===== src/rtl/acd_pkg.sv =====
// Shared types and constants for the asset container deframer.
// Holds phase, class and status codes, register indexes and the state, config and result structs.
// Depends on nothing.
`default_nettype none

package acd_pkg;

	localparam int unsigned MAGIC_LEN = 8;
	localparam logic [20:0] LIMIT_RESET = 21'(1 << 20);

	localparam logic [3:0] PH_MAGIC   = 4'd0;
	localparam logic [3:0] PH_VERSION = 4'd1;
	localparam logic [3:0] PH_FLAGS   = 4'd2;
	localparam logic [3:0] PH_COUNT   = 4'd3;
	localparam logic [3:0] PH_STRLEN  = 4'd4;
	localparam logic [3:0] PH_STRDATA = 4'd5;
	localparam logic [3:0] PH_PAYLEN  = 4'd6;
	localparam logic [3:0] PH_PAYLOAD = 4'd7;
	localparam logic [3:0] PH_TAIL    = 4'd8;
	localparam logic [3:0] PH_ERROR   = 4'd9;

	localparam logic [2:0] CLS_HEADER  = 3'd0;
	localparam logic [2:0] CLS_LENGTH  = 3'd1;
	localparam logic [2:0] CLS_STRING  = 3'd2;
	localparam logic [2:0] CLS_PAYLOAD = 3'd3;
	localparam logic [2:0] CLS_IGNORED = 3'd4;

	localparam logic [2:0] ST_BUSY      = 3'd0;
	localparam logic [2:0] ST_ACCEPTED  = 3'd1;
	localparam logic [2:0] ST_MAGIC     = 3'd2;
	localparam logic [2:0] ST_HEADER    = 3'd3;
	localparam logic [2:0] ST_FLAGS     = 3'd4;
	localparam logic [2:0] ST_COUNT     = 3'd5;
	localparam logic [2:0] ST_POOL      = 3'd6;
	localparam logic [2:0] ST_PAYLOAD   = 3'd7;

	localparam logic [1:0] REG_MAGIC    = 2'd0;
	localparam logic [1:0] REG_MAX_POOL = 2'd1;
	localparam logic [1:0] REG_MAX_STR  = 2'd2;

	typedef struct packed {
		logic [63:0] magic;
		logic [20:0] max_pool;
		logic [20:0] max_str;
	} cfg_t;

	typedef struct packed {
		logic [3:0]  phase;
		logic [2:0]  fbc;
		logic [23:0] shift;
		logic [20:0] pool_left;
		logic [20:0] string_left;
		logic [31:0] payload_left;
		logic [15:0] version;
		logic [19:0] string_count;
		logic [2:0]  status;
	} state_t;

	localparam state_t STATE_RESET = '{
		phase: PH_MAGIC, fbc: 3'd0, shift: 24'd0, pool_left: 21'd0,
		string_left: 21'd0, payload_left: 32'd0, version: 16'd0,
		string_count: 20'd0, status: ST_BUSY
	};

	typedef struct packed {
		logic [7:0]  byte_out;
		logic [2:0]  byte_class;
		logic [19:0] string_index;
		logic        string_end;
		logic [15:0] version;
		logic [2:0]  status;
		logic        file_done;
	} result_t;

endpackage

`default_nettype wire


===== src/rtl/asset_container_deframer_unit.sv =====
// Top level of the asset container deframer: input register, parser state, result register.
// Depends on acd_pkg, acd_cfg and acd_step.
//
//   channel   | handshake                | payload
//   ----------+--------------------------+---------------------------------------------
//   byte in   | byte_valid / byte_stall  | data_byte, last
//   result    | res_valid / res_stall    | byte_out, byte_class, string_index,
//             |                          | string_end, version, status, file_done
//   config    | cfg_valid / cfg_ready    | cfg_index, cfg_data
//
// One byte per cycle sustained while the result is not stalled; each byte waits in the
// input register, and the result register loads from it when that register advances.
// The parser state is updated by one pass of acd_step as a byte moves from the
// input register to the result register.
// Reset empties both registers and returns the parser to the magic phase.
// A stalled result holds the input register, which then stalls the byte channel.
`default_nettype none

module asset_container_deframer_unit
	import acd_pkg::*;
(
	input  wire logic        clk,
	input  wire logic        arst_n,
	input  wire logic        byte_valid,
	output logic             byte_stall,
	input  wire logic [7:0]  data_byte,
	input  wire logic        last,
	output logic             res_valid,
	input  wire logic        res_stall,
	output logic [7:0]       byte_out,
	output logic [2:0]       byte_class,
	output logic [19:0]      string_index,
	output logic             string_end,
	output logic [15:0]      version,
	output logic [2:0]       status,
	output logic             file_done,
	input  wire logic        cfg_valid,
	output logic             cfg_ready,
	input  wire logic [1:0]  cfg_index,
	input  wire logic [63:0] cfg_data
);

	cfg_t    cfg;
	state_t  state_q;
	state_t  state_nxt;
	result_t res_nxt;
	result_t res_q;
	logic    valid_s1;
	logic    [7:0] byte_s1;
	logic    last_s1;
	logic    res_valid_q;
	logic    adv;
	logic    load_s1;

	acd_cfg u_cfg (
		.clk       (clk),
		.arst_n    (arst_n),
		.cfg_valid (cfg_valid),
		.cfg_ready (cfg_ready),
		.cfg_index (cfg_index),
		.cfg_data  (cfg_data),
		.cfg       (cfg)
	);

	acd_step u_step (
		.st_cur    (state_q),
		.cfg       (cfg),
		.data_byte (byte_s1),
		.last      (last_s1),
		.st_nxt    (state_nxt),
		.res       (res_nxt)
	);

	assign adv        = valid_s1 && (!res_valid_q || !res_stall);
	assign byte_stall = valid_s1 && !adv;
	assign load_s1    = byte_valid && !byte_stall;

	always_ff @(posedge clk or negedge arst_n) begin
		if (!arst_n) begin
			valid_s1 <= 1'b0;
		end else if (load_s1) begin
			valid_s1 <= 1'b1;
		end else if (adv) begin
			valid_s1 <= 1'b0;
		end
	end

	always_ff @(posedge clk) begin
		if (load_s1) begin
			byte_s1 <= data_byte;
			last_s1 <= last;
		end
	end

	always_ff @(posedge clk or negedge arst_n) begin
		if (!arst_n) begin
			state_q <= STATE_RESET;
		end else if (adv) begin
			state_q <= state_nxt;
		end
	end

	always_ff @(posedge clk or negedge arst_n) begin
		if (!arst_n) begin
			res_valid_q <= 1'b0;
		end else if (adv) begin
			res_valid_q <= 1'b1;
		end else if (!res_stall) begin
			res_valid_q <= 1'b0;
		end
	end

	always_ff @(posedge clk) begin
		if (adv) begin
			res_q <= res_nxt;
		end
	end

	assign res_valid    = res_valid_q;
	assign byte_out     = res_q.byte_out;
	assign byte_class   = res_q.byte_class;
	assign string_index = res_q.string_index;
	assign string_end   = res_q.string_end;
	assign version      = res_q.version;
	assign status       = res_q.status;
	assign file_done    = res_q.file_done;

endmodule

`default_nettype wire


===== src/rtl/acd_cfg.sv =====
// Configuration register bank: expected magic and the two size limits.
// Depends on acd_pkg.
`default_nettype none

module acd_cfg
	import acd_pkg::*;
(
	input  wire logic        clk,
	input  wire logic        arst_n,
	input  wire logic        cfg_valid,
	output logic             cfg_ready,
	input  wire logic [1:0]  cfg_index,
	input  wire logic [63:0] cfg_data,
	output cfg_t             cfg
);

	cfg_t cfg_q;

	always_ff @(posedge clk or negedge arst_n) begin
		if (!arst_n) begin
			cfg_q.magic    <= 64'd0;
			cfg_q.max_pool <= LIMIT_RESET;
			cfg_q.max_str  <= LIMIT_RESET;
		end else if (cfg_valid) begin
			case (cfg_index)
				REG_MAGIC:    cfg_q.magic    <= cfg_data;
				REG_MAX_POOL: cfg_q.max_pool <= cfg_data[20:0];
				REG_MAX_STR:  cfg_q.max_str  <= cfg_data[20:0];
				default: ;
			endcase
		end
	end

	assign cfg_ready = 1'b1;
	assign cfg      = cfg_q;

endmodule

`default_nettype wire


===== src/rtl/acd_step.sv =====
// Per-byte transition logic: next parser state and the result for one byte.
// Purely combinational; depends on acd_pkg.
`default_nettype none

module acd_step
	import acd_pkg::*;
(
	input  wire state_t      st_cur,
	input  wire cfg_t        cfg,
	input  wire logic [7:0]  data_byte,
	input  wire logic        last,
	output state_t           st_nxt,
	output result_t          res
);

	function automatic logic [23:0] shift_in(input logic [23:0] sh, input logic [7:0] b,
			input logic [1:0] c);
		logic [23:0] r;
		r = sh;
		case (c)
			2'd0: r = sh | {16'd0, b};
			2'd1: r = sh | {8'd0, b, 8'd0};
			2'd2: r = sh | {b, 16'd0};
			default: r = sh;
		endcase
		return r;
	endfunction

	function automatic logic [2:0] trunc_code(input logic [3:0] ph);
		logic [2:0] r;
		case (ph)
			PH_MAGIC:               r = ST_MAGIC;
			PH_VERSION, PH_FLAGS:   r = ST_HEADER;
			PH_COUNT:               r = ST_COUNT;
			PH_STRLEN, PH_STRDATA:  r = ST_POOL;
			default:                r = ST_PAYLOAD;
		endcase
		return r;
	endfunction

	state_t      nx;
	logic [2:0]  cls;
	logic [19:0] idx;
	logic        send;
	logic [31:0] v32;
	logic [15:0] v16;
	logic [20:0] sl;
	logic [20:0] pl_dec;
	logic [31:0] pay;
	logic [7:0]  exp_b;
	logic [2:0]  st;

	always_comb begin
		nx     = st_cur;
		cls    = CLS_IGNORED;
		idx    = 20'd0;
		send   = 1'b0;
		v32    = {data_byte, st_cur.shift};
		v16    = {data_byte, st_cur.shift[7:0]};
		sl     = st_cur.string_left - 21'd1;
		pl_dec = st_cur.pool_left - 21'd1;
		pay    = st_cur.payload_left - 32'd1;
		exp_b  = cfg.magic[{st_cur.fbc, 3'b000} +: 8];

		case (st_cur.phase)
			PH_MAGIC: begin
				cls = CLS_HEADER;
				if (data_byte != exp_b) begin
					nx.fbc    = 3'd0;
					nx.status = ST_MAGIC;
					nx.phase  = PH_ERROR;
				end else if (st_cur.fbc == 3'(MAGIC_LEN - 1)) begin
					nx.fbc   = 3'd0;
					nx.phase = PH_VERSION;
				end else begin
					nx.fbc = st_cur.fbc + 3'd1;
				end
			end
			PH_VERSION, PH_FLAGS: begin
				cls = CLS_HEADER;
				if (st_cur.fbc == 3'd1) begin
					nx.fbc   = 3'd0;
					nx.shift = 24'd0;
					if (st_cur.phase == PH_VERSION) begin
						nx.version = v16;
						nx.phase   = PH_FLAGS;
					end else if (v16 != 16'd0) begin
						nx.status = ST_FLAGS;
						nx.phase  = PH_ERROR;
					end else begin
						nx.phase = PH_COUNT;
					end
				end else begin
					nx.shift = shift_in(st_cur.shift, data_byte, st_cur.fbc[1:0]);
					nx.fbc   = st_cur.fbc + 3'd1;
				end
			end
			PH_COUNT, PH_STRLEN, PH_PAYLEN: begin
				cls = CLS_LENGTH;
				if (st_cur.phase == PH_STRLEN) begin
					idx = st_cur.string_count;
				end
				if (st_cur.fbc == 3'd3) begin
					nx.fbc   = 3'd0;
					nx.shift = 24'd0;
					case (st_cur.phase)
						PH_COUNT: begin
							if (v32 > {11'd0, cfg.max_pool}) begin
								nx.status = ST_COUNT;
								nx.phase  = PH_ERROR;
							end else begin
								nx.pool_left    = v32[20:0];
								nx.string_count = 20'd0;
								nx.phase        = (v32 != 32'd0) ? PH_STRLEN : PH_PAYLEN;
							end
						end
						PH_STRLEN: begin
							if (v32 > {11'd0, cfg.max_str}) begin
								nx.status = ST_POOL;
								nx.phase  = PH_ERROR;
							end else if (v32 == 32'd0) begin
								nx.string_count = st_cur.string_count + 20'd1;
								nx.pool_left    = pl_dec;
								nx.phase        = (pl_dec != 21'd0) ? PH_STRLEN : PH_PAYLEN;
							end else begin
								nx.string_left = v32[20:0];
								nx.phase       = PH_STRDATA;
							end
						end
						default: begin
							nx.payload_left = v32;
							nx.phase        = (v32 != 32'd0) ? PH_PAYLOAD : PH_TAIL;
						end
					endcase
				end else begin
					nx.shift = shift_in(st_cur.shift, data_byte, st_cur.fbc[1:0]);
					nx.fbc   = st_cur.fbc + 3'd1;
				end
			end
			PH_STRDATA: begin
				cls            = CLS_STRING;
				idx            = st_cur.string_count;
				nx.string_left = sl;
				if (sl == 21'd0) begin
					send            = 1'b1;
					nx.string_count = st_cur.string_count + 20'd1;
					nx.pool_left    = pl_dec;
					nx.phase        = (pl_dec != 21'd0) ? PH_STRLEN : PH_PAYLEN;
				end
			end
			PH_PAYLOAD: begin
				cls             = CLS_PAYLOAD;
				nx.payload_left = pay;
				if (pay == 32'd0) begin
					nx.phase = PH_TAIL;
				end
			end
			default: ;
		endcase

		st = nx.status;
		if (last && (nx.status == ST_BUSY)) begin
			st = (nx.phase == PH_TAIL) ? ST_ACCEPTED : trunc_code(nx.phase);
		end

		res.byte_out     = data_byte;
		res.byte_class   = cls;
		res.string_index = idx;
		res.string_end   = send;
		res.version      = nx.version;
		res.status       = st;
		res.file_done    = last;

		st_nxt = last ? STATE_RESET : nx;
	end

endmodule

`default_nettype wire


===== config.mk =====
export PLATFORM = sky130hd
export DESIGN_NAME = asset_container_deframer_unit
export DESIGN_NICKNAME = d
export VERILOG_FILES = /design/src/rtl/acd_pkg.sv /design/src/rtl/asset_container_deframer_unit.sv /design/src/rtl/acd_cfg.sv /design/src/rtl/acd_step.sv
export SDC_FILE = /design/constraint.sdc
export NUM_CORES = 1
export LEC_CHECK = 0
export BUFFER_PORTS_ARGS = -buffer_cell sky130_fd_sc_hd__buf_4
export CORE_ASPECT_RATIO = 1.75
export CORE_MARGIN = 3
export CORE_UTILIZATION = 30
export CTS_BUF_LIST = sky130_fd_sc_hd__clkbuf_4
export DETAILED_ROUTE_END_ITERATION = 7
export GPL_TIMING_DRIVEN = 0
export PLACE_DENSITY = 0.58
export SLEW_MARGIN = 20
export SYNTH_ARGS = -nofsm -noshare
export SYNTH_HDL_FRONTEND = slang
export SYNTH_SLANG_ARGS = --single-unit

===== constraint.sdc =====
create_clock -name clk -period 3.3 [get_ports clk]
set_input_delay 0.33 -clock clk [delete_from_list [all_inputs] [get_ports clk]]
set_output_delay 0.33 -clock clk [all_outputs]
set_load 0.02 [all_outputs]

==> results of run 1 <==
[routing by layer]
layer,up-vias,share of wire,GRT usage
met2,626,0.54,0.365
met1,7770,0.35,0.194
met5,-,0,0
met4,0,0.069,0.135
li1,7218,-,-
met3,213,0.050,0.0320
[synthesized netlist by cell type (all sizes together) (5+ instances only)]
| cell type | instances | share of area |
|---|---|---|
| or2 | 5 | 0.0018 |
| o31ai | 19 | 0.0089 |
| nor3 | 47 | 0.014 |
| a22oi | 24 | 0.011 |
| clkbuf | 89 | 0.021 |
| o21ai | 190 | 0.056 |
| o211ai | 5 | 0.0022 |
| nor4 | 39 | 0.015 |
| nor2 | 187 | 0.042 |
| a31oi | 26 | 0.0095 |
| dfrtp | 250 | 0.37 |
| nand3b | 10 | 0.0046 |
| or4 | 12 | 0.0060 |
| nand2b | 10 | 0.0037 |
| nor2b | 6 | 0.0022 |
| or3 | 13 | 0.0047 |
| ha | 56 | 0.041 |
| inv | 66 | 0.014 |
| nand2 | 86 | 0.019 |
| nand4 | 28 | 0.011 |
| a2111oi | 5 | 0.0029 |
| and3 | 30 | 0.011 |
| buf | 17 | 0.0071 |
| mux2 | 122 | 0.080 |
| a21oi | 126 | 0.037 |
| and2 | 8 | 0.0029 |
| nor3b | 7 | 0.0031 |
| nand4b | 6 | 0.0031 |
| nor4b | 8 | 0.0050 |
| o22ai | 8 | 0.0029 |
| mux2i | 25 | 0.015 |
| mux4 | 6 | 0.0079 |
| nand3 | 37 | 0.011 |
| edfxtp | 61 | 0.11 |
| xnor2 | 10 | 0.0051 |
| a22o | 25 | 0.013 |
| a21o | 8 | 0.0035 |
[logic make-up after synthesis]
logic type                 synth area share
adders and majority gates            0.0409
DFF                                   0.475
buffers and inverters                0.0435
and+or+nand+nor                       0.162
xor gates and xnor gates            0.00716
AOI/OAI and AO/OA                     0.168
other                              0.000219
muxes                                 0.103
[layout make-up]
| class | count | area share |
|---|---|---|
| Timing Repair Buffer | 313 | 0.117 |
| Sequential cell | 313 | 0.363 |
| Buffer | 94 | 0.0234 |
| Inverter | 68 | 0.0117 |
| Clock inverter | 21 | 0.00471 |
| Multi-Input combinational cell | 1244 | 0.398 |
| Tap cell | 760 | 0.0421 |
| Clock buffer | 119 | 0.0396 |
| Antenna cell | 3 | 0.000332 |
[metrics by stage]
step | hold slack (ns) | cells | total power (µW) | setup TNS [ns]
floorplan | 0.0344 | 1731 | 7930 | -0.322
global placement | 0.434 | 2624 | 9490 | -181.63
detailed placement | 0.355 | 2627 | 9590 | -70.66
CTS | 0.107 | 2884 | 13500 | -0.848
global route | 0.135 | 2935 | 14900 | -1.49
finish | 0.111 | 2935 | 14000 | -0.914
[worst max-delay path: stages (launching register included)]
cell	delay [ns]
dfrtp_2	0.40
or3_1	0.38
buf_6	0.14
or4_4	0.56
nor4b_4	0.37
xor2_2	0.14
a2111oi_4	0.28
buf_4	0.20
a21oi_4	0.10
o31ai_4	0.25
nand2_2	0.12
o311ai_4	0.27
a21oi_2	0.13
[power groups by stage]
| stage | clock (µW) | combinational (µW) | sequential, µW |
|---|---|---|---|
| global placement | 0 | 4120 | 5370 |
| detailed placement | 0 | 4200 | 5390 |
| finish | 3360 | 5520 | 5170 |
| floorplan | 0 | 2910 | 5020 |
| global route | 3690 | 5950 | 5220 |
| CTS | 3480 | 4830 | 5230 |
[worst min path at each step]
stage	end	slack (ns)	start	cells after the start
after global placement	byte_out[0]	0.43	byte_s1[0]	0
after CTS	state_q[52]	0.11	arst_n	2
after global routing	state_q[52]	0.14	arst_n	2
after floorplan	res_valid	0.03	arst_n	0
after detailed placement	state_q[52]	0.35	arst_n	1
final	state_q[52]	0.11	arst_n	2
[registers in the layout (all words and copies together), names as in the netlist]
name and cells:
byte_class 3, byte_out 8, byte_s1 8, file_done 1, last_s1 1, res_valid 1, state_q 144, status 3
string_end 1, string_index 20, u_cfg.cfg 106, valid_s1 1, version 16
[repair_timing]
item | CTS | global route
pin swaps | 25 | 27
hold buffers | 81 | 0
resized for setup | 121 | 93
hold endpoints to repair | 204 | 0
gates cloned | 1 | 3
setup endpoints to repair | 111 | 103
setup buffers | 44 | 48
==> qor.txt, run 1 <==
sw frac: 0.396
Logic pwr share: 0.393
EDFF count, synth: 61
Hold WC Path Type: in2async
worst skew pair latency: 0.82 ns
r2r setup slk: -0.30 ns
Max Cap Violations: 0
DRC Markers: 0
FMAX: 0.278 GHz
die height: 322 µm
core box area: 56400 µm²
Slew Limit Fails: 0
port bufs: 133
DR vias/cell: 5.39
Synth Net Count: 1867
CP Capture Type: flop
RSZ-0062 raised after global routing: yes
routability congestion estimate: 0.975
Tmin final: 3.60 ns
die area: 60100 µm²
Worst Reg-to-Reg Cells: 12
Routed WL: 60.7 mm
crit share post-route: 1.09
maximum clock path buffer count: 3
Mean Syn Cell Area: 9.90 µm²
sequential power share: 0.368
Routed Antenna Nets: 0
DRT Pass-1 Iters: 6
Place WS: -1.31 ns
Nets: 2251
Final setup viols: 4
ys flop type: dfrtp_1
Final Cell Area: 22600 µm²
Pleak: 0.00956 µW
area of the mapped netlist: 17100 µm²
CTS tree: yes
routed length per instance: 20.7 µm
DR vias: 15800
DRT iter0 DRCs: 1064
initial antenna violation count: 2
Filler cells: 5586
slack of the critical path: -0.297 ns
Distinct cells, synth: 92
Int Pwr: 8480 µW
skew final: 0.0802 ns
Hold Violations, Final: 0
I/O pin count: 135
Worst Path Required: 3.83 ns
commonest cells after routing, fill and taps aside: buf_4 (227), dfrtp_1 (222), nor2_1 (179), o21ai_0 (161), clkbuf_4 (123)
largest net degree at the start of global routing: 99
area occupied by multi-input gates: 8990 µm²
Reg-to-Reg End: status[0]
first-pass GRT wire length: 91.6 mm
Register Area: 8190 µm²
violated checks: setup timing
CP endpoint: status[0]
Die Wd: 187 µm
cells after synthesis: 1731
part of the Yosys area used for sequential elements: 0.475
clock power share: 0.239
Area growth, synth to finish: 31.8%
number of global-route vias before repair: 16100
DP HPWL: 42.2 mm
kind of critical path: reg2reg
Synth async-reset ratio: 0.805
Max IR drop VDD: 0.000330 V
run status: complete, but fails checks
grt total ovfl: 0
Max-Slew Margin vs Limit: 0.479
CTS H-tree depth: 3
most common cell after layout, fill and taps aside: buf_4
clk root buf: clkbuf_4
Worst-path clk slew: 0.06 ns
share of layout cells above drive strength 1: 0.308
Synth Register Bits: 313
Area after DPL: 19200 µm²
Reg2Reg Launch Point: state_q[44]
Row Count: 115
worst-margin pin slew: 0.775 ns
Max FO, Critical Path: 4
Net Switching: 5570 µW
Crit. Startpoint: state_q[44]
Overall Global Routing Usage: 0.194
Finished Core Util: 0.400
power density over the cells: 622 nW/µm²
critical path arrival: 4.13 ns
startpoint types: flop
TritonCTS Buffers: 81
Initial Util: 0.304
Clock Sinks: 313
YS warnings: 0
(Power assumes the default switching activity.)
==> run 2, diff against run 1 <==
==> constraint.sdc (replaced) <==
create_clock -name clk -period 3.3 [get_ports clk]
set_input_delay 0.165 -clock clk [delete_from_list [all_inputs] [get_ports clk]]
set_output_delay 0.165 -clock clk [all_outputs]
set_load 0.02 [all_outputs]
==> run 2 against run 1 <==
Net effect:
- the run still ends with setup timing left
- utilization is 0.087 points higher
- via count fell by 0.28%
- sequential power about the same
- combinational power is essentially flat
- register-to-register slack is essentially flat
- non-clock buffer count is 2 higher
==> qor.txt, run 2 (same netlist as run 1, synthesis figures left out) <==
Clock Sinks: 313 (unchanged)
Final setup viols: 4 (unchanged)
number of flip-flops in the largest register: 144 (unchanged)
I/O pin count: 135 (unchanged)
crit share post-route: 1.09 (-0.00419)
area occupied by multi-input gates: 8990 µm² (about the same)
startpoint types: flop
clk root buf: clkbuf_4
Filler cells: 5578 (-0.14%)
DRC Markers: 0 (unchanged)
Final Cell Area: 22600 µm² (+0.22%)
routed length per instance: 20.7 µm (about the same)
Area growth, synth to finish: 32.1%
Hold Violations, Final: 0 (unchanged)
Slew Limit Fails: 0 (unchanged)
skew final: 0.0815 ns (+0.00122 ns)
worst skew pair latency: 0.82 ns (about the same)
port bufs: 133 (unchanged)
fin cells: 2937 (+0.068%)
kind of critical path: reg2reg
routability congestion estimate: 0.975 (unchanged)
Routed Antenna Nets: 0 (unchanged)
first-pass GRT wire length: 91.8 mm (+0.23%)
number of global-route vias before repair: 16100 (+0.39%)
critical path arrival: 4.12 ns (about the same)
DR vias: 15800 (-0.28%)
die height: 322 µm (unchanged)
most common cell after layout, fill and taps aside: buf_4
worst-margin pin slew: 0.790 ns (+0.0150 ns)
CTS tree: yes
run status: complete, but fails checks
TritonCTS Buffers: 81 (unchanged)
Tmin final: 3.58 ns (-0.0138 ns)
Pleak: 0.00958 µW (+0.23%)
core box area: 56400 µm² (unchanged)
power density over the cells: 622 nW/µm² (about the same)
die area: 60100 µm² (unchanged)
Max Cap Violations: 0 (unchanged)
Place WS: -1.31 ns (unchanged)
Max FO, Critical Path: 4 (unchanged)
Worst-path clk slew: 0.07 ns (about the same)
Register Area: 8190 µm² (unchanged)
share of layout cells above drive strength 1: 0.309 (+0.000637)
Overall Global Routing Usage: 0.195 (+0.000556)
Hold WC Path Type: in2reg
commonest cells after routing, fill and taps aside: buf_4 (226), dfrtp_1 (222), nor2_1 (179), o21ai_0 (158)
violated checks: setup timing
initial antenna violation count: 2 (unchanged)
Initial Util: 0.304 (unchanged)
worst hold slack: 0.0833 ns (-0.0273 ns)
Die Wd: 187 µm (unchanged)
CTS H-tree depth: 3 (unchanged)
Worst Path Required: 3.83 ns (about the same)
placed insts: 2627 (unchanged)
grt total ovfl: 0 (unchanged)
slack of the critical path: -0.283 ns (+0.0138 ns)
RSZ-0062 raised after global routing: yes
maximum clock path buffer count: 3 (unchanged)
DR vias/cell: 5.37 (-0.35%)
Row Count: 115 (unchanged)
FMAX: 0.279 GHz (+0.39%)
DP HPWL: 42.2 mm (unchanged)
CP Capture Type: flop
Max IR drop VDD: 0.000329 V (-0.30%)
Routed WL: 60.8 mm (about the same)
largest net degree at the start of global routing: 99 (unchanged)
Max-Slew Margin vs Limit: 0.469 (-0.0101)
Nets: 2253 (+0.089%)
DRT iter0 DRCs: 1167 (+9.7%)
DRT Pass-1 Iters: 5 (-1)
Top reg by flops: state_q
Area after DPL: 19200 µm² (unchanged)
[run 2: changes by cell type in the layout (fill, tap and decap cells not counted), moves of 2 or more]
cell | before | now
o21ai_0 | 161 | 158
buf_6 | 8 | 10
nand2_1 | 81 | 79
nand2_2 | 5 | 7
nor4_1 | 22 | 24
nor4_2 | 9 | 7
o21ai_1 | 23 | 25
[run 2: stage by stage]
step	power, µW	setup TNS, ns	util
CTS	13500	-0.848	0.386
finish	14100	-0.858	0.401
detailed placement	9590	-70.66	0.340
global placement	9490	-134.03	0.338
floorplan	7930	-0.322	-
global route	14900	-1.53	0.401
[run 2: path summary, 6_finish.rpt]
path / start / to / slack (ns) / cells after the start
min in group asynchronous: arst_n / state_q[54] / 0.42 / 3
setup reg to reg: state_q[44] / status[0] / -0.28 / 12
hold reg to reg: state_q[18] / state_q[18] / 0.49 / 1
hold / removal: data_byte[5] / byte_s1[5] / 0.08 / 2
setup / recovery: state_q[44] / status[0] / -0.28 / 12
max in group asynchronous: arst_n / state_q[118] / 2.09 / 4
[run 2: area by class of cell]
type / count / share of cell area
Inverter: 68 / 0.0117
Antenna cell: 3 / 0.000332
Sequential cell: 313 / 0.362
Clock inverter: 21 / 0.00470
Buffer: 94 / 0.0234
Timing Repair Buffer: 315 / 0.119
Tap cell: 760 / 0.0420
Multi-Input combinational cell: 1244 / 0.397
Clock buffer: 119 / 0.0395
[run 2: power by group]
part | internal (µW) | switching, µW
registers | 4550 | 621
logic | 2310 | 3240
clock network | 1660 | 1690
[run 2: repair_timing]
item | in CTS | in global routing
endpoints found under the setup margin | 111 | 103
gates resized for setup | 121 | 100
hold buffers | 83 | 0
buffers inserted | 44 | 50
gates cloned | 1 | 3
endpoints found under the hold margin | 378 | 0
pin swaps | 25 | 31
[run 2: worst max-delay path, cell delays in order, from the launching register on]
cell and delay, ns:
dfrtp_2 0.41, or3_1 0.38, buf_6 0.14, or4_4 0.56, nor4b_4 0.37, xor2_2 0.14
a2111oi_4 0.27, buf_4 0.20, a21oi_4 0.10, o31ai_4 0.25, nand2_2 0.12, o311ai_4 0.26
a21oi_2 0.12
[run 2: routing by layer]
metal  vias to the layer above  share of wire  track usage
met2                       618           0.54        0.364
met1                      7729           0.34        0.195
met3                       223          0.051       0.0319
li1                       7212              -            -
met5                         -              0            0
met4                         0          0.070        0.141
